===== config.mk =====
export PLATFORM = sky130hd
export DESIGN_NAME = sector_bitmap_allocator_flat
export DESIGN_NICKNAME = d
export VERILOG_FILES = /design/src/rtl/sba_pkg.sv /design/src/rtl/sba_in_if.sv /design/src/rtl/sba_out_if.sv /design/src/rtl/sba_ram.sv /design/src/rtl/sba_bitop.sv /design/src/rtl/sector_bitmap_allocator.sv /design/src/flat_wrapper.sv
export SDC_FILE = /design/constraint.sdc
export NUM_CORES = 1
export LEC_CHECK = 0
export ABC_AREA = 0
export BUFFER_PORTS_ARGS = -buffer_cell sky130_fd_sc_hd__buf_2
export CAP_MARGIN = 20
export CORE_MARGIN = 3
export CORE_UTILIZATION = 42
export CTS_CLUSTER_SIZE = 25
export DETAILED_ROUTE_END_ITERATION = 6
export PLACE_DENSITY = 0.66
export SYNTH_ARGS = -nofsm -noshare
export SYNTH_HDL_FRONTEND = slang
export SYNTH_HIERARCHICAL = 1
export SYNTH_SLANG_ARGS = --single-unit
export TNS_END_PERCENT = 20

===== constraint.sdc =====
create_clock -name i_clk -period 6 [get_ports i_clk]
set_input_delay 0 -clock i_clk [delete_from_list [all_inputs] [get_ports i_clk]]
set_output_delay 0 -clock i_clk [all_outputs]
set_load 0.1 [all_outputs]

===== src/rtl/sba_pkg.sv =====
// Shared types and constants for the sector bitmap allocator.
// No dependencies; compile first.
package sba_pkg;

    localparam int MAX_TRACKS_DEF = 35;
    localparam int SECTORS        = 16;
    localparam logic [7:0] TRACKS_RESET = 8'd35;

    typedef enum logic [2:0] {
        CMD_ALLOC = 3'd0,
        CMD_FREE  = 3'd1,
        CMD_MARK  = 3'd2,
        CMD_LOAD  = 3'd3,
        CMD_READ  = 3'd4,
        CMD_QUERY = 3'd5
    } t_cmd;

    typedef enum logic [1:0] {
        ST_OK    = 2'd0,
        ST_FULL  = 2'd1,
        ST_RANGE = 2'd2
    } t_status;

    typedef enum logic [1:0] {
        S_IDLE,
        S_EXEC,
        S_SCAN,
        S_DONE
    } t_state;

    typedef enum logic [1:0] {
        BOP_TEST,
        BOP_SET,
        BOP_CLR,
        BOP_FIND
    } t_bop;

    typedef struct packed {
        logic [SECTORS-1:0] new_word;
        logic               bit_val;
        logic               found;
        logic [3:0]         sec;
    } t_bop_res;

endpackage


===== src/rtl/sba_in_if.sv =====
// Command channel: valid/ready plus one command beat.
// No dependencies.
interface sba_in_if;
    logic        valid;
    logic        ready;
    logic [2:0]  cmd;
    logic [5:0]  track_in;
    logic [3:0]  sector_in;
    logic [15:0] mask_in;

    modport source (output valid, cmd, track_in, sector_in, mask_in, input ready);
    modport sink   (input valid, cmd, track_in, sector_in, mask_in, output ready);
endinterface


===== src/rtl/sba_out_if.sv =====
// Result channel: valid/ready plus one result beat.
// No dependencies.
interface sba_out_if;
    logic        valid;
    logic        ready;
    logic [1:0]  status;
    logic [5:0]  track_out;
    logic [3:0]  sector_out;
    logic [15:0] mask_out;
    logic        is_free;
    logic [5:0]  last_track;

    modport source (output valid, status, track_out, sector_out, mask_out, is_free,
                    last_track, input ready);
    modport sink   (input valid, status, track_out, sector_out, mask_out, is_free,
                    last_track, output ready);
endinterface


===== src/rtl/sba_ram.sv =====
// Generic single-write, single-read RAM with registered read data.
// No dependencies.
module sba_ram #(
    parameter int WIDTH = 16,
    parameter int DEPTH = 35
) (
    input  logic                     i_clk,
    input  logic                     i_wr_en,
    input  logic [$clog2(DEPTH)-1:0] i_wr_addr,
    input  logic [WIDTH-1:0]         i_wr_data,
    input  logic                     i_rd_en,
    input  logic [$clog2(DEPTH)-1:0] i_rd_addr,
    output logic [WIDTH-1:0]         o_rd_data
);
    logic [WIDTH-1:0] r_mem [DEPTH];
    logic [WIDTH-1:0] r_rd_data;

    always_ff @(posedge i_clk) begin
        if (i_wr_en) begin
            r_mem[i_wr_addr] <= i_wr_data;
        end
        if (i_rd_en) begin
            r_rd_data <= r_mem[i_rd_addr];
        end
    end

    assign o_rd_data = r_rd_data;
endmodule


===== src/rtl/sba_bitop.sv =====
// Shared track-word unit: set, clear, test or find-highest-free on one word.
// Depends on sba_pkg.
module sba_bitop (
    input  logic [sba_pkg::SECTORS-1:0] i_word,
    input  logic [3:0]                  i_sec,
    input  sba_pkg::t_bop               i_op,
    output sba_pkg::t_bop_res           o_res
);
    import sba_pkg::*;

    logic             found;
    logic [3:0]       hi_sec;
    logic [SECTORS-1:0] sel_bit;
    logic [SECTORS-1:0] find_bit;

    // highest set bit wins, so sector 15 is tried first
    always_comb begin
        found  = 1'b0;
        hi_sec = 4'd0;
        for (int i = 0; i < SECTORS; i++) begin
            if (i_word[i]) begin
                found  = 1'b1;
                hi_sec = 4'(i);
            end
        end
    end

    assign sel_bit  = SECTORS'(1) << i_sec;
    assign find_bit = found ? (SECTORS'(1) << hi_sec) : '0;

    always_comb begin
        o_res.bit_val = i_word[i_sec];
        o_res.found   = found;
        o_res.sec     = hi_sec;
        unique case (i_op)
            BOP_SET:  o_res.new_word = i_word | sel_bit;
            BOP_CLR:  o_res.new_word = i_word & ~sel_bit;
            BOP_FIND: o_res.new_word = i_word & ~find_bit;
            default:  o_res.new_word = i_word;
        endcase
    end
endmodule


===== src/rtl/sector_bitmap_allocator.sv =====
// Sector bitmap allocator: one 16-bit free mask per track in a RAM, one command per beat.
// Free/mark/load/read/query pass through an exec state; range errors, unused codes
// and allocate on a one-track disk go straight to done; allocate sweeps from track 1
// upward to a free sector, up to count-1 tracks (34 at defaults), one track word per cycle.
// Throughput: one command at a time; a new beat is taken once the result is queued.
// Reset (sync, active low): per-track valid flags cleared so every sector reads used.
module sector_bitmap_allocator #(
    parameter int MAX_TRACKS = sba_pkg::MAX_TRACKS_DEF
) (
    input  logic         i_clk,
    input  logic         i_rst_n,
    sba_in_if.sink       s_in,
    sba_out_if.source    m_out,
    input  logic         psel,
    input  logic         penable,
    input  logic         pwrite,
    input  logic [2:0]   paddr,
    input  logic [31:0]  pwdata,
    output logic [31:0]  prdata,
    output logic         pready
);
    import sba_pkg::*;

    localparam int AW = $clog2(MAX_TRACKS);
    localparam logic [7:0]  MaxT8  = 8'(MAX_TRACKS);
    localparam logic [6:0]  TrkLim = 7'(MAX_TRACKS);

    // control state
    t_state              r_state, n_state;
    logic [7:0]          r_tracks;
    logic [MAX_TRACKS-1:0] r_valid;
    logic [5:0]          r_last, n_last;
    logic                r_out_valid;

    // command and working registers
    logic [2:0]          r_cmd;
    logic [5:0]          r_trk;
    logic [3:0]          r_sec;
    logic [15:0]         r_mask;
    logic [AW-1:0]       r_chk, n_chk;

    // pending result
    logic [1:0]          r_status, n_status;
    logic [5:0]          r_track, n_track;
    logic [3:0]          r_sector, n_sector;
    logic [15:0]         r_mres, n_mres;
    logic                r_free, n_free;

    // output beat
    logic [1:0]          r_o_status;
    logic [5:0]          r_o_track;
    logic [3:0]          r_o_sector;
    logic [15:0]         r_o_mask;
    logic                r_o_free;
    logic [5:0]          r_o_last;

    logic                in_fire, in_range, out_load, cfg_wr;
    logic [7:0]          n_eff;
    logic                last_chk;
    logic                rd_en, we;
    logic [AW-1:0]       rd_addr, wr_addr, idx;
    logic [15:0]         rd_data, wr_data, cur_word;
    t_bop                bop;
    t_bop_res            bres;

    // ---- configuration port ----
    assign pready = 1'b1;
    assign cfg_wr = psel && penable && pwrite && (paddr[2] == 1'b0);
    assign prdata = (paddr[2] == 1'b0) ? {24'd0, r_tracks} : 32'd0;

    always_ff @(posedge i_clk) begin
        if (!i_rst_n) begin
            r_tracks <= TRACKS_RESET;
        end else if (cfg_wr) begin
            r_tracks <= pwdata[7:0];
        end
    end

    // effective track count bounds the sweep
    assign n_eff    = (r_tracks == 8'd0 || r_tracks > MaxT8) ? MaxT8 : r_tracks;
    assign last_chk = (8'(r_chk) == n_eff - 8'd1);

    assign in_fire  = s_in.valid && s_in.ready;
    assign in_range = {1'b0, s_in.track_in} < TrkLim;
    assign out_load = (r_state == S_DONE) && (!r_out_valid || m_out.ready);

    // ---- bitmap store ----
    sba_ram #(
        .WIDTH (SECTORS),
        .DEPTH (MAX_TRACKS)
    ) u_map (
        .i_clk     (i_clk),
        .i_wr_en   (we),
        .i_wr_addr (wr_addr),
        .i_wr_data (wr_data),
        .i_rd_en   (rd_en),
        .i_rd_addr (rd_addr),
        .o_rd_data (rd_data)
    );

    // a track never written since reset reads as all used
    assign idx      = (r_state == S_SCAN) ? r_chk : r_trk[AW-1:0];
    assign cur_word = r_valid[idx] ? rd_data : 16'd0;

    sba_bitop u_bitop (
        .i_word (cur_word),
        .i_sec  (r_sec),
        .i_op   (bop),
        .o_res  (bres)
    );

    // ---- next state ----
    always_comb begin
        n_state = r_state;
        unique case (r_state)
            S_IDLE: begin
                if (in_fire) begin
                    if (s_in.cmd == CMD_ALLOC) begin
                        n_state = (n_eff <= 8'd1) ? S_DONE : S_SCAN;
                    end else if (s_in.cmd <= CMD_QUERY && in_range) begin
                        n_state = S_EXEC;
                    end else begin
                        n_state = S_DONE;
                    end
                end
            end
            S_EXEC: n_state = S_DONE;
            S_SCAN: begin
                if (bres.found || last_chk) begin
                    n_state = S_DONE;
                end
            end
            S_DONE: begin
                if (out_load) begin
                    n_state = S_IDLE;
                end
            end
            default: n_state = S_IDLE;
        endcase
    end

    // ---- sequencer outputs ----
    always_comb begin
        s_in.ready = 1'b0;
        rd_en      = 1'b0;
        rd_addr    = '0;
        we         = 1'b0;
        wr_addr    = r_trk[AW-1:0];
        wr_data    = bres.new_word;
        bop        = BOP_TEST;
        unique case (r_state)
            S_IDLE: begin
                // ready is high here, so valid alone marks the accepted beat
                s_in.ready = 1'b1;
                if (s_in.cmd == CMD_ALLOC) begin
                    rd_addr = AW'(1);
                    rd_en   = s_in.valid;
                end else begin
                    rd_addr = s_in.track_in[AW-1:0];
                    rd_en   = s_in.valid && in_range;
                end
            end
            S_EXEC: begin
                case (r_cmd)
                    CMD_FREE: begin
                        bop = BOP_SET;
                        we  = 1'b1;
                    end
                    CMD_MARK: begin
                        bop = BOP_CLR;
                        we  = 1'b1;
                    end
                    CMD_LOAD: begin
                        we      = 1'b1;
                        wr_data = r_mask;
                    end
                    default: bop = BOP_TEST;
                endcase
            end
            S_SCAN: begin
                // fetch the next track while this one is inspected
                bop     = BOP_FIND;
                rd_addr = r_chk + AW'(1);
                rd_en   = ({1'b0, r_chk} + (AW+1)'(1)) < (AW+1)'(MAX_TRACKS);
                we      = bres.found;
                wr_addr = r_chk;
            end
            S_DONE: s_in.ready = 1'b0;
            default: s_in.ready = 1'b0;
        endcase
    end

    // ---- result datapath ----
    always_comb begin
        n_status = r_status;
        n_track  = r_track;
        n_sector = r_sector;
        n_mres   = r_mres;
        n_free   = r_free;
        n_chk    = r_chk;
        n_last   = r_last;
        if (r_state == S_IDLE && in_fire) begin
            n_status = ST_OK;
            n_track  = 6'd0;
            n_sector = 4'd0;
            n_mres   = 16'd0;
            n_free   = 1'b0;
            n_chk    = AW'(1);
            if (s_in.cmd == CMD_ALLOC) begin
                if (n_eff <= 8'd1) begin
                    n_status = ST_FULL;
                end
            end else if (s_in.cmd <= CMD_QUERY && !in_range) begin
                n_status = ST_RANGE;
            end
        end else if (r_state == S_EXEC) begin
            if (r_cmd == CMD_READ) begin
                n_mres = cur_word;
            end else if (r_cmd == CMD_QUERY) begin
                n_free = bres.bit_val;
            end
        end else if (r_state == S_SCAN) begin
            if (bres.found) begin
                n_track  = 6'(r_chk);
                n_sector = bres.sec;
                n_last   = 6'(r_chk);
            end else if (last_chk) begin
                n_status = ST_FULL;
            end else begin
                n_chk = r_chk + AW'(1);
            end
        end
    end

    // ---- registers ----
    always_ff @(posedge i_clk) begin
        if (!i_rst_n) begin
            r_state     <= S_IDLE;
            r_valid     <= '0;
            r_last      <= 6'd0;
            r_out_valid <= 1'b0;
        end else begin
            r_state <= n_state;
            r_last  <= n_last;
            if (we) begin
                r_valid[wr_addr] <= 1'b1;
            end
            if (out_load) begin
                r_out_valid <= 1'b1;
            end else if (m_out.ready) begin
                r_out_valid <= 1'b0;
            end
        end
    end

    always_ff @(posedge i_clk) begin
        if (in_fire) begin
            r_cmd  <= s_in.cmd;
            r_trk  <= s_in.track_in;
            r_sec  <= s_in.sector_in;
            r_mask <= s_in.mask_in;
        end
        r_chk    <= n_chk;
        r_status <= n_status;
        r_track  <= n_track;
        r_sector <= n_sector;
        r_mres   <= n_mres;
        r_free   <= n_free;
        if (out_load) begin
            r_o_status <= r_status;
            r_o_track  <= r_track;
            r_o_sector <= r_sector;
            r_o_mask   <= r_mres;
            r_o_free   <= r_free;
            r_o_last   <= r_last;
        end
    end

    assign m_out.valid      = r_out_valid;
    assign m_out.status     = r_o_status;
    assign m_out.track_out  = r_o_track;
    assign m_out.sector_out = r_o_sector;
    assign m_out.mask_out   = r_o_mask;
    assign m_out.is_free    = r_o_free;
    assign m_out.last_track = r_o_last;

    // ---- checks ----
    // track 0 is never inspected by the sweep
    a_no_track0: assert property (@(posedge i_clk) disable iff (!i_rst_n)
        (r_state == S_SCAN) |-> (r_chk != '0))
        else $error("allocate sweep reached track 0");

    // a beat queued from the done state shows on the port next cycle
    a_done_out: assert property (@(posedge i_clk) disable iff (!i_rst_n)
        out_load |=> m_out.valid)
        else $error("result lost between done state and output");

    // a successful allocate reports the track it also records as last
    a_alloc_last: assert property (@(posedge i_clk) disable iff (!i_rst_n)
        (m_out.valid && m_out.status == ST_OK && m_out.track_out != 6'd0)
        |-> (m_out.track_out == m_out.last_track))
        else $error("allocated track differs from last track");

    // failed commands carry no mask or free flag
    a_err_zero: assert property (@(posedge i_clk) disable iff (!i_rst_n)
        (m_out.valid && m_out.status != ST_OK)
        |-> (m_out.mask_out == 16'd0 && !m_out.is_free))
        else $error("error beat carries data");
endmodule


===== src/flat_wrapper.sv =====
// flat-port wrapper written by rule: the top's interface ports become plain ports
module sector_bitmap_allocator_flat import sba_pkg::*;
#(
    parameter int MAX_TRACKS = sba_pkg::MAX_TRACKS_DEF
)
  (i_clk, i_rst_n, psel, penable, pwrite, paddr, pwdata, prdata, pready, s_in_valid, s_in_cmd, s_in_track_in, s_in_sector_in, s_in_mask_in, s_in_ready, m_out_valid, m_out_status, m_out_track_out, m_out_sector_out, m_out_mask_out, m_out_is_free, m_out_last_track, m_out_ready);
  sba_in_if s_in_i ();
  sba_out_if m_out_i ();
  input  logic i_clk;
  input  logic i_rst_n;
  input  logic psel;
  input  logic penable;
  input  logic pwrite;
  input  logic [2:0] paddr;
  input  logic [31:0] pwdata;
  output logic [31:0] prdata;
  output logic pready;
  input wire logic [$bits(s_in_i.valid)-1:0] s_in_valid;
  input wire logic [$bits(s_in_i.cmd)-1:0] s_in_cmd;
  input wire logic [$bits(s_in_i.track_in)-1:0] s_in_track_in;
  input wire logic [$bits(s_in_i.sector_in)-1:0] s_in_sector_in;
  input wire logic [$bits(s_in_i.mask_in)-1:0] s_in_mask_in;
  output wire logic [$bits(s_in_i.ready)-1:0] s_in_ready;
  output wire logic [$bits(m_out_i.valid)-1:0] m_out_valid;
  output wire logic [$bits(m_out_i.status)-1:0] m_out_status;
  output wire logic [$bits(m_out_i.track_out)-1:0] m_out_track_out;
  output wire logic [$bits(m_out_i.sector_out)-1:0] m_out_sector_out;
  output wire logic [$bits(m_out_i.mask_out)-1:0] m_out_mask_out;
  output wire logic [$bits(m_out_i.is_free)-1:0] m_out_is_free;
  output wire logic [$bits(m_out_i.last_track)-1:0] m_out_last_track;
  input wire logic [$bits(m_out_i.ready)-1:0] m_out_ready;
  assign s_in_i.valid = s_in_valid;
  assign s_in_i.cmd = s_in_cmd;
  assign s_in_i.track_in = s_in_track_in;
  assign s_in_i.sector_in = s_in_sector_in;
  assign s_in_i.mask_in = s_in_mask_in;
  assign s_in_ready = s_in_i.ready;
  assign m_out_valid = m_out_i.valid;
  assign m_out_status = m_out_i.status;
  assign m_out_track_out = m_out_i.track_out;
  assign m_out_sector_out = m_out_i.sector_out;
  assign m_out_mask_out = m_out_i.mask_out;
  assign m_out_is_free = m_out_i.is_free;
  assign m_out_last_track = m_out_i.last_track;
  assign m_out_i.ready = m_out_ready;
  sector_bitmap_allocator #(.MAX_TRACKS(MAX_TRACKS)) u_core (.i_clk(i_clk), .i_rst_n(i_rst_n), .s_in(s_in_i), .m_out(m_out_i), .psel(psel), .penable(penable), .pwrite(pwrite), .paddr(paddr), .pwdata(pwdata), .prdata(prdata), .pready(pready));
endmodule

==> results of run 1 <==
-- stage by stage --
| stage | utilization, % | setup slack (ps) | hold WS [ps] | cells |
|---|---|---|---|---|
| after floorplan | - | 779.4 | 98.87 | 2052 |
| after global placement | 44.96 | 378.3 | 176.8 | 3047 |
| after detailed placement | 44.96 | 305.6 | 178.8 | 3047 |
| after CTS | 49.06 | 265.0 | 14.38 | 3231 |
| after global routing | 49.10 | 35.05 | 70.07 | 3232 |
| final | 49.10 | 410.6 | 45.18 | 3232 |
-- per-layer routing --
metal / part of all wire (%) / GRT usage, % / up-vias
li1: - / - / 8257
met3: 6.9 / 3.008 / 100
met1: 43 / 26.90 / 9251
met4: 2.2 / 4.838 / 0
met5: 0 / 0 / -
met2: 48 / 31.39 / 688
-- worst reg2reg max path, stage by stage (launching register included) --
cell and delay [ps]:
dfxtp_1 350, inv_1 110, ha_1 440, mux2i_1 360, inv_2 80, buf_4 190
nor3_1 150, o21a_1 160, a2111oi_0 60, or3_1 400, o2111a_2 250, and2_1 230
nor4_1 530, or3b_1 510, nand2_1 120, o21ai_0 80, and2_1 250, nor2b_1 170
buf_4 160, nand3b_1 350, nor2_2 150, buf_4 230
-- sequential cells by signal, indices dropped and copies added (netlist names), 8 cells and up --
register and cells:
u_core/m_out.mask_out 16, u_core/r_mask 16, u_core/r_mres 16, u_core/r_tracks 8
u_core/u_map/o_rd_data 16, u_core/u_map/r_mem 560, u_core/r_valid 35
-- repair_timing --
| item | CTS | global route |
|---|---|---|
| endpoints found under the setup margin | 0 | 122 |
| endpoints found under the hold margin | 44 | 0 |
| hold buffers | 50 | 0 |
| resized for setup | 0 | 3 |
-- power breakdown --
part / leakage (nW) / switching, mW / internal (mW)
clock network: 1.19 / 1.88 / 2.76
registers: 6.57 / 0.129 / 6.89
logic: 4.25 / 4.98 / 2.08
-- worst max path at each step --
| stage | start | to | cells past startpoint |
|---|---|---|---|
| 5_1_grt | u_core/r_state[0] | u_core/u_map/r_mem[17][9] | 21 |
| 4_1_cts | u_core/r_state[0] | u_core/u_map/r_mem[16][5] | 21 |
| 3_5_place_dp | u_core/r_state[0] | u_core/u_map/r_mem[16][12] | 21 |
| 2_1_floorplan | u_core/r_state[0] | u_core/u_map/r_mem[10][0] | 23 |
| 3_3_place_gp | u_core/r_state[0] | u_core/u_map/r_mem[16][12] | 20 |
| 6_report | u_core/r_state[0] | u_core/u_map/r_mem[16][12] | 21 |
-- final cells by class --
type	count	area (um^2)
fill	6055	36580
timing repair buffer	241	1787
sequential	727	20980
clock buffer	100	2021
multi-input combinational	1163	8810
clock inverter	34	429.2
tap	950	1189
inverter	17	63.81
-- cells by family (layout without fill, tap and decap cells) --
family / after synthesis / count (layout) / share of synthesized area, %
DFF: 727 / 727 / 68.59
AOI/OAI and AO/OA: 419 / 419 / 10.84
and+or+nand+nor: 384 / 384 / 6.157
muxes: 317 / 317 / 10.71
buffers and inverters: 162 / 392 / 3.052
adders and majority gates: 9 / 9 / 0.3682
xor gates and xnor gates: 9 / 9 / 0.2577
other: 2 / 25 / 0.02455
-- layout by cell type, fill, tap and decap left out, drive strengths merged, types with 7 or more instances in the layout --
cell	Yosys	routed
a21boi	14	14
a21oi	51	51
a221oi	33	33
a22o	34	34
a22oi	66	66
a31oi	10	10
a32o	16	16
and2	21	21
buf	90	191
bufinv	0	9
clkbuf	55	100
clkinv	2	20
conb	2	25
dfxtp	85	85
dlygate4sd3	0	50
edfxtp	642	642
ha	9	9
inv	15	21
mux2	18	18
mux2i	293	293
nand2	105	105
nand2b	9	9
nand3	16	16
nand3b	9	9
nor2	134	134
nor2b	26	26
nor3	17	17
nor4	7	7
o21a	39	39
o21ai	60	60
o22ai	27	27
o41ai	19	19
or2	7	7
==> summary.txt, run 1 <==
Outcome
  – Status: finished clean

Logic synthesis
  – Most frequent cell after synthesis: edfxtp_1
  – Synth Register Bits: 727
  – Synth unique cells: 89
  – Syn Area/Cell: 15.07 um^2
  – Number of flops mapped to enable cells by yosys: 642
  – Cell taking the most area after synthesis: edfxtp_1
  – Most frequent cells after synthesis: edfxtp_1, mux2i_1, nor2_1
  – Yosys top cell area share: 63.03%
  – Yosys warning count: 6
  – Top post-synthesis cells by area: edfxtp_1, mux2i_1, dfxtp_1, nor2_1, a22oi_1
  – Synth Instances: 2,029
  – Seq/Total Area, Yosys: 68.59%
  – Synthesized area: 30,590 um^2
  – Synth Flop Type: edfxtp_1
  – Async set or reset register ratio after synthesis: 0%

Critical path
  – FF-to-FF setup slack: 410 ps
  – R2r endpoint: u_core/u_map/r_mem[16][12]
  – Req. time, crit path: 6370 ps
  – Slowest-stage cell, CP: nor4_1
  – Startpoint types: flop
  – Most frequent CP cell: buf_4
  – Max Fanout on Critical Path: 19
  – Crit path cell chain: inv_1, ha_1, mux2i_1, inv_2, buf_4, nor3_1, o21a_1, a2111oi_0, or3_1, o2111a_2, and2_1, nor4_1, or3b_1, nand2_1, o21ai_0, and2_1, nor2b_1, buf_4, nand3b_1, nor2_2, buf_4
  – R2r startpoint: u_core/r_state[0]
  – Worst reg2reg path depth: 21
  – Crit. End Element: flop
  – Critical path class: flop to flop
  – Max incr delay on CP: 530 ps
  – Cell family with most CP delay: simple AND/OR/NAND/NOR gates
  – CP bufs+invs: 5
  – Worst Path Arrival: 5960 ps

Detailed routing
  – Final wirelength: 74,880 um
  – DR pass1 iterations: 5
  – Drt first-iter violations: 2,067
  – Antenna-violating nets left: 0
  – Vias: 18,300
  – DR vias/cell: 5.661
  – DR DRC count: 0
  – Routed len/inst: 23.17 um

CTS
  – Sink Count: 727
  – CTS Root Cell: clkbuf_16
  – Clock transition at path regs: 60 ps
  – Clk buf depth: 3
  – TritonCTS Buffers: 73
  – Setup Fix Bufs, Post-CTS: 0
  – CTS tree: done
  – H-tree lvl count: 3
  – Clk_lat worst skew: 620 ps

Global route
  – Total grt overflow: 0
  – Vias in the first global route: 17,570
  – First-pass GRT wire length: 109,300 um
  – GRT Overall Usage: 19.19%
  – Initial antenna violation count: 0
  – Largest net degree at the start of global routing: 72

Final layout
  – Layout cell share with drive strength beyond 1: 17.27%
  – Syn-to-layout area delta: 15.34%
  – Final nets: 2,303
  – Ant diodes: 0
  – Fin area: 35,280 um^2

Die
  – Die Height: 275.9 um
  – Die X: 275.9 um
  – Row count: 98
  – IO Pins: 141
  – DIE AREA: 76,100 um^2
  – Core region area: 71,850 um^2
  – Initial Util: 42.57%

Power and ir drop
  – Pwr Density: 530.7 nW/um^2
  – Pwr Total: 18.72 mW
  – Leakage: 12.01 nW
  – VDD IR max: 0.0004665 V

Timing
  – Min cycle time layout: 5589 ps
  – Worst-Margin Slew: 1059 ps
  – Final setup violation count: 0
  – RSZ-0062 raised after global routing: no
  – Fin. Hold Viols: 0
  – Final period utilization: 93.16%
  – Pins Over Slew Limit: 0
  – Sum Neg Setup Slack: 0 ps
  – Max Freq: 178.9 MHz
  – Slew headroom: 29.14%
  – Post-Route Skew: 18.43 ps

Hold path
  – Hold Path Origin: pwrite
  – Hold Path Stages: 4
  – Worst Hold End: u_core/r_tracks[6]
  – Worst hold path class: input pin to flop

Flow run
  – Max Cap Violations: 0

Placed design
  – Gpl congestion: 0.9113
  – Post-DP Area: 32,300 um^2
  – Port Buffers: 89
  – DP Wirelength: 47,680 um
(Power assumes the default switching activity.)
==> run 2, diff against run 1 <==
Settings changed: CORE_UTILIZATION 42 to 50, PLACE_DENSITY 0.66 to 0.75.
==> run 2 against run 1 <==
The flow now finishes with violations (design-rule violations). Critical path depth is 1 lower. Count of clock-buffer cells in the layout shrank 7. Combinational power decreased by 2%. Clock skew shrank 5.7 ps. Clock power fell by 6.7%. Utilization rose by 8.7 points. Critical path type unchanged.
==> summary.txt, run 2 (synthesis gave the netlist of run 1 again) <==
Die
  – Core region area: 60,470 um^2 (-16%)
  – Row count: 90 (-8.2%)
  – DIE AREA: 64,180 um^2 (-16%)
  – Die Height: 253.3 um (-8.2%)
  – IO Pins: 141 (unchanged)
  – Die X: 253.3 um (-8.2%)
  – Initial Util: 50.58% (+8.0 points)

Critical path
  – Max Fanout on Critical Path: 23 (+4)
  – CP bufs+invs: 4 (-1)
  – FF-to-FF setup slack: 290 ps (-120 ps)
  – Slowest-stage cell, CP: nor4_1
  – Req. time, crit path: 6360 ps (about the same)
  – Startpoint types: flop
  – Crit path cell chain: inv_1, ha_1, mux2i_1, inv_1, mux4_2, nor2_1, a2111oi_0, or3_1, o2111a_1, buf_4, and2_1, nor4_1, or3b_1, nand2_1, o21ai_0, and2_1, nor2b_1, nand3b_1, nor2_2, buf_4
  – Cell family with most CP delay: simple AND/OR/NAND/NOR gates
  – Max incr delay on CP: 660 ps (+130 ps)
  – Worst Path Arrival: 6070 ps (+110 ps)
  – Critical path class: flop to flop
  – Crit. End Element: flop

Final layout
  – Max reg flops: 560 (unchanged)
  – Most frequent cells in the layout: edfxtp_1, mux2i_1, nor2_1, nand2_1, buf_4
  – Syn-to-layout area delta: 14.21%
  – Commonest non-fill, non-tap cell in the layout: edfxtp_1
  – Layout cell share with drive strength beyond 1: 17.27% (about the same)
  – Final nets: 2,303 (unchanged)
  – Largest Register: u_core/u_map/r_mem
  – Fin area: 34,930 um^2 (-0.98%)
  – Top flop regs: u_core/u_map/r_mem x560, u_core/r_valid x35

Timing
  – Post-Route Skew: 12.77 ps (-5.663 ps)
  – Slew headroom: 26.41% (-2.7 points)
  – Final setup violation count: 0 (unchanged)
  – Worst-Margin Slew: 1100 ps (+40.75 ps)
  – RSZ-0062 raised after global routing: yes
  – Min cycle time layout: 5708 ps (+118.8 ps)
  – Sum Neg Setup Slack: 0 ps (unchanged)
  – Final worst slack: 291.8 ps (-118.8 ps)
  – Fin. Hold Viols: 0 (unchanged)
  – Max Freq: 175.2 MHz (-2.1%)
  – Final period utilization: 95.14% (+2.0 points)
  – Pins Over Slew Limit: 0 (unchanged)
  – Final hold slack: 39.40 ps (-5.778 ps)

Detailed routing
  – DR DRC count: 2 (+2)
  – Vias: 18,470 (+0.95%)
  – DR pass1 iterations: 7 (+2)
  – DR vias/cell: 6.040 (+6.7%)
  – Final wirelength: 72,870 um (-2.7%)
  – Routed len/inst: 23.83 um (+2.9%)
  – Drt first-iter violations: 2,068 (+0.048%)
  – Antenna-violating nets left: 0 (unchanged)

CTS
  – TritonCTS Buffers: 73 (unchanged)
  – Clk_lat worst skew: 610 ps (about the same)
  – CTS tree: done
  – Sink Count: 727 (unchanged)
  – H-tree lvl count: 3 (unchanged)
  – Clock transition at path regs: 60 ps (about the same)
  – CTS Root Cell: clkbuf_16
  – Setup Fix Bufs, Post-CTS: 0 (unchanged)
  – Clk buf depth: 3 (unchanged)

Placed design
  – Gpl congestion: 0.9052 (-0.67%)
  – Post-DP Area: 32,140 um^2 (-0.50%)
  – Port Buffers: 89 (unchanged)
  – DP Wirelength: 45,810 um (-3.9%)
  – Post-Place Setup Slack: 316.0 ps (+10.40 ps)

Power and ir drop
  – Pwr Density: 523.9 nW/um^2 (-1.3%)
  – VDD IR max: 0.0004067 V (-13%)
  – Leakage: 11.94 nW (-0.63%)
  – Pwr Total: 18.30 mW (-2.3%)

Global route
  – First-pass GRT wire length: 108,000 um (-1.2%)
  – Total grt overflow: 0 (unchanged)
  – Largest net degree at the start of global routing: 65 (-9.7%)
  – Vias in the first global route: 17,780 (+1.2%)
  – GRT Overall Usage: 22.35% (+3.2 points)
  – Initial antenna violation count: 1 (+1)

Outcome
  – Failing checks: design-rule violations
  – Status: finished with violations

Hold path
  – Worst hold path class: input pin to flop

Flow run
  – Max Cap Violations: 0 (unchanged)
run 2: cell count changes in the layout (fill, tap and decap cells not counted), sizes merged:
cell      before  now
clkbuf       100   93
clkinv        20   26
bufinv         9    4
inv           21   19
clkinvlp       1    2
diode          0    1
run 2: worst paths after layout:
check | from | end | cells past startpoint
setup / recovery | u_core/r_state[0] | u_core/u_map/r_mem[13][14] | 20
hold / removal | pwrite | u_core/r_tracks[6] | 4
setup reg to reg | u_core/r_state[0] | u_core/u_map/r_mem[13][14] | 20
hold reg to reg | u_core/r_last[5] | u_core/m_out.last_track[5] | 0
run 2: repair_timing:
| action | in CTS | in global routing |
|---|---|---|
| hold endpoints to repair | 44 | 0 |
| gates resized for setup | 0 | 5 |
| hold buffers | 50 | 0 |
| setup endpoints to repair | 0 | 68 |
run 2: through the flow:
step                util [%]  std cells
floorplan                  -       2052
global placement       53.15       2879
detailed placement     53.15       2879
CTS                    57.72       3056
global route           57.76       3057
finish                 57.77       3058
run 2: power breakdown:
part	internal [mW]	switching (mW)	total, mW
Sequential	6.89	0.137	7.03
Combinational	2.12	4.82	6.94
Clock	2.50	1.83	4.33
Total	11.5	6.79	18.3
run 2: metal layers:
| layer | wire length [um] | GRT usage [%] |
|---|---|---|
| met5 | 0 | 0 |
| met4 | 2753 | 8.881 |
| met3 | 5771 | 3.605 |
| met1 | 29450 | 30.54 |
| met2 | 34900 | 36.12 |
run 2: worst register-to-register path: cells and delay by family, from the launching register on:
family                     cells  cell delay [ps]
AOI/OAI and AO/OA              3              280
adders and majority gates      1              320
buffers and inverters          4              790
DFF                            1              360
muxes                          2              800
and+or+nand+nor               10             2880
run 2: layout make-up:
cell class / instances / area (um^2)
fill: 4501 / 25540
clock inverter: 34 / 285.3
sequential: 727 / 20980
tap: 782 / 978.4
timing repair buffer: 241 / 1828
inverter: 17 / 63.81
multi-input combinational: 1163 / 8818
antenna: 1 / 2.502
clock buffer: 93 / 1976
